## src/lpmr_pkg.sv

```systemverilog
// ----------------------------------------------------------------------------
// lpmr_pkg: shared types for the length-prefixed message ring
// Status codes, controller states and the command/status bundles that join
// the controller and the datapath.
// ----------------------------------------------------------------------------
package lpmr_pkg;

  localparam int unsigned LEN_W    = 6;
  localparam int unsigned BYTE_W   = 8;
  localparam int unsigned CAP_W    = 16;

  typedef enum logic [1:0] {
    ST_OK    = 2'd0,
    ST_FULL  = 2'd1,
    ST_EMPTY = 2'd2,
    ST_SMALL = 2'd3
  } status_e;

  typedef enum logic [3:0] {
    S_IDLE,
    S_CHECK,
    S_WR_HDR,
    S_WR_DATA,
    S_RD_HDR,
    S_RD_LEN,
    S_RD_DECIDE,
    S_RD_ISSUE,
    S_RD_EMIT,
    S_RESP
  } state_e;

  typedef struct packed {
    logic    latch_in;
    logic    wr_start;
    logic    hdr_wr;
    logic    data_wr;
    logic    rd_start;
    logic    hdr_rd;
    logic    hdr_cap;
    logic    msg_start;
    logic    byte_rd;
    logic    rd_commit;
    logic    resp_load;
    status_e resp_status;
    logic    resp_len_hdr;
    logic    out_load;
    logic    out_data;
  } cmd_t;

  typedef struct packed {
    logic mode;
    logic first;
    logic dropping;
    logic left_zero;
    logic len_zero;
    logic refuse;
    logic rd_empty;
    logic hdr_last;
    logic too_small;
    logic n_zero;
    logic last_byte;
    logic out_free;
  } sts_t;

endpackage

```

## src/lpmr_ctrl.sv

```systemverilog
// ----------------------------------------------------------------------------
// lpmr_ctrl: sequencer of the message ring
// Walks one item at a time through check, header, byte and result steps.
// ----------------------------------------------------------------------------
module lpmr_ctrl (
  input  logic              clk_i,
  input  logic              rst_ni,
  input  logic              in_valid_i,
  output logic              in_stall_o,
  input  lpmr_pkg::sts_t    sts_i,
  output lpmr_pkg::cmd_t    cmd_o
);

  lpmr_pkg::state_e state_q, state_d;

  always_ff @(posedge clk_i or negedge rst_ni) begin
    if (!rst_ni) begin
      state_q <= lpmr_pkg::S_IDLE;
    end else begin
      state_q <= state_d;
    end
  end

  always_comb begin
    state_d           = state_q;
    cmd_o             = '0;
    cmd_o.resp_status = lpmr_pkg::ST_OK;
    in_stall_o        = 1'b1;
    case (state_q)
      lpmr_pkg::S_IDLE: begin
        in_stall_o = 1'b0;
        if (in_valid_i) begin
          cmd_o.latch_in = 1'b1;
          state_d        = lpmr_pkg::S_CHECK;
        end
      end
      lpmr_pkg::S_CHECK: begin
        if (sts_i.mode) begin
          if (sts_i.rd_empty) begin
            cmd_o.resp_load   = 1'b1;
            cmd_o.resp_status = lpmr_pkg::ST_EMPTY;
            state_d           = lpmr_pkg::S_RESP;
          end else begin
            cmd_o.rd_start = 1'b1;
            state_d        = lpmr_pkg::S_RD_HDR;
          end
        end else if (sts_i.first) begin
          cmd_o.wr_start = 1'b1;
          if (sts_i.refuse) begin
            cmd_o.resp_load   = 1'b1;
            cmd_o.resp_status = lpmr_pkg::ST_FULL;
            state_d           = lpmr_pkg::S_RESP;
          end else begin
            state_d = lpmr_pkg::S_WR_HDR;
          end
        end else if (sts_i.dropping) begin
          cmd_o.resp_load   = 1'b1;
          cmd_o.resp_status = lpmr_pkg::ST_FULL;
          state_d           = lpmr_pkg::S_RESP;
        end else if (sts_i.left_zero) begin
          cmd_o.resp_load = 1'b1;
          state_d         = lpmr_pkg::S_RESP;
        end else begin
          state_d = lpmr_pkg::S_WR_DATA;
        end
      end
      lpmr_pkg::S_WR_HDR: begin
        cmd_o.hdr_wr = 1'b1;
        if (sts_i.hdr_last) begin
          if (sts_i.len_zero) begin
            cmd_o.resp_load = 1'b1;
            state_d         = lpmr_pkg::S_RESP;
          end else begin
            state_d = lpmr_pkg::S_WR_DATA;
          end
        end
      end
      lpmr_pkg::S_WR_DATA: begin
        cmd_o.data_wr   = 1'b1;
        cmd_o.resp_load = 1'b1;
        state_d         = lpmr_pkg::S_RESP;
      end
      lpmr_pkg::S_RD_HDR: begin
        cmd_o.hdr_rd  = 1'b1;
        cmd_o.hdr_cap = 1'b1;
        if (sts_i.hdr_last) begin
          state_d = lpmr_pkg::S_RD_LEN;
        end
      end
      lpmr_pkg::S_RD_LEN: begin
        cmd_o.hdr_cap = 1'b1;
        state_d       = lpmr_pkg::S_RD_DECIDE;
      end
      lpmr_pkg::S_RD_DECIDE: begin
        if (sts_i.too_small) begin
          cmd_o.resp_load    = 1'b1;
          cmd_o.resp_status  = lpmr_pkg::ST_SMALL;
          cmd_o.resp_len_hdr = 1'b1;
          state_d            = lpmr_pkg::S_RESP;
        end else if (sts_i.n_zero) begin
          cmd_o.rd_commit = 1'b1;
          cmd_o.resp_load = 1'b1;
          state_d         = lpmr_pkg::S_RESP;
        end else begin
          cmd_o.msg_start = 1'b1;
          state_d         = lpmr_pkg::S_RD_ISSUE;
        end
      end
      lpmr_pkg::S_RD_ISSUE: begin
        cmd_o.byte_rd = 1'b1;
        state_d       = lpmr_pkg::S_RD_EMIT;
      end
      lpmr_pkg::S_RD_EMIT: begin
        if (sts_i.out_free) begin
          cmd_o.out_load = 1'b1;
          cmd_o.out_data = 1'b1;
          if (sts_i.last_byte) begin
            cmd_o.rd_commit = 1'b1;
            state_d         = lpmr_pkg::S_IDLE;
          end else begin
            state_d = lpmr_pkg::S_RD_ISSUE;
          end
        end
      end
      lpmr_pkg::S_RESP: begin
        if (sts_i.out_free) begin
          cmd_o.out_load = 1'b1;
          state_d        = lpmr_pkg::S_IDLE;
        end
      end
      default: begin
        state_d = lpmr_pkg::S_IDLE;
      end
    endcase
  end

endmodule

```

## config.mk

```make
export PLATFORM = sky130hd
export DESIGN_NAME = lpmr_ctrl
export DESIGN_NICKNAME = d
export VERILOG_FILES = /design/src/lpmr_pkg.sv /design/src/lpmr_ctrl.sv
export SDC_FILE = /design/constraint.sdc
export NUM_CORES = 1
export LEC_CHECK = 0
export BUFFER_PORTS_ARGS = -buffer_cell sky130_fd_sc_hd__buf_2
export CORE_MARGIN = 3
export CORE_UTILIZATION = 35
export DETAILED_ROUTE_END_ITERATION = 16
export GPL_ROUTABILITY_DRIVEN = 0
export PLACE_DENSITY = 0.66
export SYNTH_ARGS = -nofsm -noshare
export SYNTH_HDL_FRONTEND = slang
export SYNTH_SLANG_ARGS = --single-unit
```

## constraint.sdc

```tcl
create_clock -name clk_i -period 3.6 [get_ports clk_i]
set_input_delay 0.72 -clock clk_i [delete_from_list [all_inputs] [get_ports clk_i]]
set_output_delay 0.72 -clock clk_i [all_outputs]
set_load 0.01 [all_outputs]
```

; Word-level counts from Yosys, hierarchy flattened
; Index checks and enable logic that the tools add are counted.
[totals]
inputBits = 15
out_inout_bits = 17
ff_bits = 4
[op_classes]
n_eq_ne = 14
muxes = 56
reduce_logical = 3
[ops]
columns = op, count
row1 = two-way mux 4 bit, 14
row2 = one-hot mux 4 bit (10 select lines), 1
row3 = two-way mux 1 bit, 29
row4 = two-way mux 3 bit, 6
row5 = equality test 4 x 3 -> 1 bit (second input constant), 4
row6 = != test 2 bit (second input constant), 5
row7 = equality test 4 x 2 -> 1 bit (second input constant), 2
row8 = equality test 4 bit (second input constant), 2
row9 = AND reduction 5 bit, 1
row10 = equality test 4 x 1 -> 1 bit (second input constant), 1
row11 = logical NOT 4 bit, 1
row12 = two-way mux 2 bit, 2
row13 = one-hot mux 1 bit (2 select lines), 2
row14 = one-hot mux 1 bit (4 select lines), 1
row15 = one-hot mux 2 bit (2 select lines), 1
row16 = OR reduction 2 bit, 1

; Longest topological paths before layout
[logic_depth]
word_depth = 5
depth_mapped = 5

; Least setup slack after synthesis
; No wires, ideal clock.
[synth_timing]
kind = reg2out
from = register state_q[1]
to = output port cmd_o[5] (netlist name)
stages_incl_launch_ff = 5
t_required_ps = 2880
setup_slack_ps = 1354
arrival_time_ps = 1526
cell_sequence = dfrtp_1 -> or4b_1 -> buf_2 -> o32a_1 -> nand2_1
[synth_lines]
columns = element, line_no
row1 = from (decl), lpmr_ctrl.sv:14  ; lpmr_pkg::state_e state_q, state_d;
row2 = from (signal assigned), lpmr_ctrl.sv:18  ; state_q <= lpmr_pkg::S_IDLE;
row3 = from (signal assigned), lpmr_ctrl.sv:20  ; state_q <= state_d;
row4 = to (decl), lpmr_ctrl.sv:11  ; output lpmr_pkg::cmd_t cmd_o

==> results.md <==
Global routing:
- The maximum number of pins on one net before global-route repair is 18.
- The total global routing overflow is 0.
- The number of global-route vias before repair is 542.
- For this run, the total global-route usage over all layers was measured as 0.145.
- The initial antenna violation count came to 0.
- The first-pass GRT wire length is 2.25 mm.

Detailed routing:
- The routed wire length is 1.42 mm.
- The violation count after the first detailed-route iteration is 18.
- The average wire per cell in the routed design is 12.2 um.
- The vias per cell is 5.64.
- The first detailed-routing pass took 4 iterations.
- The total number of vias is 654.
- The number of DRC violations after detailed routing is 0.
- The detail route stage leaves a number of antenna-violating nets equal to 0.

Worst setup path:
- The data required time of the critical path is 2.88 ns.
- Data arrives at the worst endpoint at 2.08 ns.
- The reg-to-reg critical path startpoint is state_q[1]$_DFFE_PN0P_.
- In this design, the stage delay of the slowest critical-path cell is 0.71 ns.
- Across all register-to-register paths, the minimum setup slack is 1.71 ns.
- The signal on the critical path passes through or4b_1, o32a_1, nand2_1, buf_2.
- The worst setup path is captured at an output port.
- The highest net fanout along the worst path is 16.
- STA classifies the critical path startpoint as a flop.
- For the worst flop-to-flop path, the logic depth is 3.
- The worst-path cell with the longest stage delay is sky130_fd_sc_hd__or4b_1.
- The worst register-to-register path ends at state_q[3]$_DFFE_PN0P_.
- By startpoint and endpoint, the worst setup path is classified as reg -> out.

Die:
- The die covers 2000 um2.
- The initial utilization of the core area, before any placement, comes to 0.389.
- The width of the die is 44.8 um.
- 32 I/O pins were placed.
- The core region is 1350 um2.
- In this run the vertical extent of the chip is 44.8 um.
- The floorplan has 13 rows.

Pwr:
- For this design the ratio of total power to cell area is 681 nW/um2.
- The largest vdd supply drop is 0.288 mV.
- The reported leakage power is 0.342 nW.

Logic synthesis:
- The flip-flop and latch count after synthesis is 4.
- Yosys mapped the design onto 34 distinct sky130hd cell types.
- The share of synthesized registers carrying an async set or reset is 1.00.
- The largest total area in the synthesized netlist belongs to sky130_fd_sc_hd__dfrtp_1.
- In this run, synthesis inferred 0 flip-flops with an integrated enable.
- By count the netlist is led by sky130_fd_sc_hd__nor2_1, sky130_fd_sc_hd__nand2_1.
- The synthesized net count is 87.
- Dividing the synthesized area by the synthesized cell count gives 7.30 um2.
- Of the post-synthesis cell area, the dominant cell type holds 0.190.
- The leading cell type by number of instances after synthesis is sky130_fd_sc_hd__nor2_1.
- By area the synthesized netlist is led by sky130_fd_sc_hd__dfrtp_1, sky130_fd_sc_hd__nor2_1, sky130_fd_sc_hd__nor2b_1.
- For this run, the number of Yosys warnings is 0.
- The prevailing post-synth register cell is sky130_fd_sc_hd__dfrtp_1.
- Counting every instance in the synthesized netlist gives 72.
- The post-synth design cell area is 526 um2.
- The sequential share of the synthesized area is 0.190.

Min path:
- The path class of the lowest-slack min-delay path is in -> async.

Timing:
- The number of setup violations in the final report is 0.
- The final count of pins violating max slew is 0.
- Headroom to the max-slew limit came out at 0.631.
- For the pin with the worst max-slew slack, the measured transition is 0.546 ns.
- The portion of the clock cycle consumed by the worst path in the final layout is 0.777.
- The maximum frequency from static timing analysis is 357 MHz.
- Subtracting the final worst setup slack from the clock period gives 2.80 ns.
- The final hold violation count is 0.
- The worst setup margin is 0.802 ns.
- Setup repair after global routing left no endpoint under its margin.
- For the final routed database, the setup TNS stands at 0 ns.
- The clock tree skew after final layout is 0.00400 ns.

Clocking:
- The CTS H-tree depth is 1.
- The clock root buffer is sky130_fd_sc_hd__clkbuf_4.
- Post-CTS repair changed the size of 0 cells.
- The number of buffers inserted during clock tree synthesis is 3.
- The number of buffers on the longest clock path is 2.
- The tree built by TritonCTS fans out to 4 sinks.
- For this design, the CTS-stage hold fixing added 0 buffers.
- The later pin in the worst-skew pair is clocked with a latency of 0.23 ns.
- TritonCTS built the clock tree.
- The setup fix buffers added after clock tree synthesis is 0.
- The register clock-pin slew on the reported worst setup and hold paths is 0.04 ns.

Run status:
- The flow ran to the end, and the final reports show no timing, DRC or antenna violations.

Cells and area:
- The cell area after layout is 701 um2.
- At the end of the flow, the number of nets in the layout was 118.
- The final antenna diode count is 0.
- The largest register by flop count is state_q.
- The area added between synthesis and finish is 33.3%.
- The number of flip-flops under the largest register name is 4.
- The share of layout cells above drive strength 1 is 0.376.
- The largest registers in the layout are state_q: 4 flops.

Place:
- OpenSTA, run right after detailed placement, puts the worst setup slack at 1.07 ns.
- The area of placed instances is 678 um2.
- Input and output buffers added on the ports amount to 31.
- The half-perimeter wire length of the detailed placement result is 1.11 mm.

Job:
- The max-capacitance violation count is 0.
==> per-stage QoR <==
| step | power [mW] | std cells | hold WS (ns) | utilization |
|---|---|---|---|---|
| 2_1_floorplan | 0.340 | 72 | 0.424 | - |
| 3_3_place_gp | 0.421 | 113 | 0.524 | 0.502 |
| 3_5_place_dp | 0.424 | 113 | 0.525 | 0.502 |
| 4_1_cts | 0.480 | 116 | 0.282 | 0.519 |
| 5_1_grt | 0.523 | 116 | 0.288 | 0.519 |
| 6_report | 0.477 | 116 | 0.279 | 0.519 |
==> placed cells by master, fill, tap and decap left out, types with 2 or more instances in the layout <==
| cell type | n |
|---|---|
| sky130_fd_sc_hd__nor3_1 | 3 |
| sky130_fd_sc_hd__o21ai_0 | 2 |
| sky130_fd_sc_hd__or4_1 | 2 |
| sky130_fd_sc_hd__dfrtp_1 | 4 |
| sky130_fd_sc_hd__nor3b_1 | 3 |
| sky130_fd_sc_hd__clkbuf_4 | 3 |
| sky130_fd_sc_hd__nor2b_1 | 4 |
| sky130_fd_sc_hd__a21oi_1 | 4 |
| sky130_fd_sc_hd__nor2_1 | 7 |
| sky130_fd_sc_hd__buf_2 | 31 |
| sky130_fd_sc_hd__nand2_1 | 6 |
| sky130_fd_sc_hd__a211oi_1 | 2 |
| sky130_fd_sc_hd__nand2b_1 | 2 |
| sky130_fd_sc_hd__nand3b_1 | 2 |
| sky130_fd_sc_hd__or4b_1 | 2 |
| sky130_fd_sc_hd__nor4b_1 | 2 |
| sky130_fd_sc_hd__nor4_1 | 2 |
| sky130_fd_sc_hd__inv_1 | 4 |
==> logic make-up after synthesis <==
logic type / after synthesis / share of synthesized area
buffers and inverters: 9 / 0.0690
flip-flops: 4 / 0.190
AO/OA/AOI/OAI: 18 / 0.248
multiplexers: 1 / 0.0190
AND/OR/NAND/NOR: 40 / 0.474
==> worst max-delay path, delay by kind of cell, from the launching register on <==
kind | cells | cell delay (ns)
and+or+nand+nor | 2 | 0.78
DFF | 1 | 0.51
buffers and inverters | 1 | 0.12
AOI/OAI and AO/OA | 1 | 0.43
==> final cells by class <==
cell class,count,area [um2]
well taps,15,18.8
clock buffers,3,22.5
repair buffers,31,155
flip-flops and latches,4,100
inverters,4,15.0
fillers,147,649
multi-input cells,59,389
==> routing by layer <==
metal	routed length, um	part of all wire	global-route usage
met5	0	0	0
met4	0	0	0.0542
met3	91	0.064	0.0120
met2	634	0.45	0.215
met1	688	0.49	0.217
==> worst max path at each step <==
stage	startpoint	end	slack, ns	cells after the start
2_1_floorplan	state_q[1]$_DFFE_PN0P_	cmd_o[5]	1.35	4
6_report	state_q[1]$_DFFE_PN0P_	cmd_o[5]	0.80	4
5_1_grt	state_q[1]$_DFFE_PN0P_	cmd_o[5]	0.73	4
3_3_place_gp	state_q[1]$_DFFE_PN0P_	cmd_o[5]	1.09	4
4_1_cts	state_q[1]$_DFFE_PN0P_	cmd_o[5]	0.81	4
3_5_place_dp	state_q[1]$_DFFE_PN0P_	cmd_o[5]	1.07	4
==> report_power, final <==
part	switching (mW)	internal (mW)	leakage, nW
clock	0.0174	0.0372	0.0138
sequential	0.0672	0.0654	0.0521
combinational	0.153	0.137	0.276
total	0.238	0.239	0.342
Power figures use the tool's default switching activity.
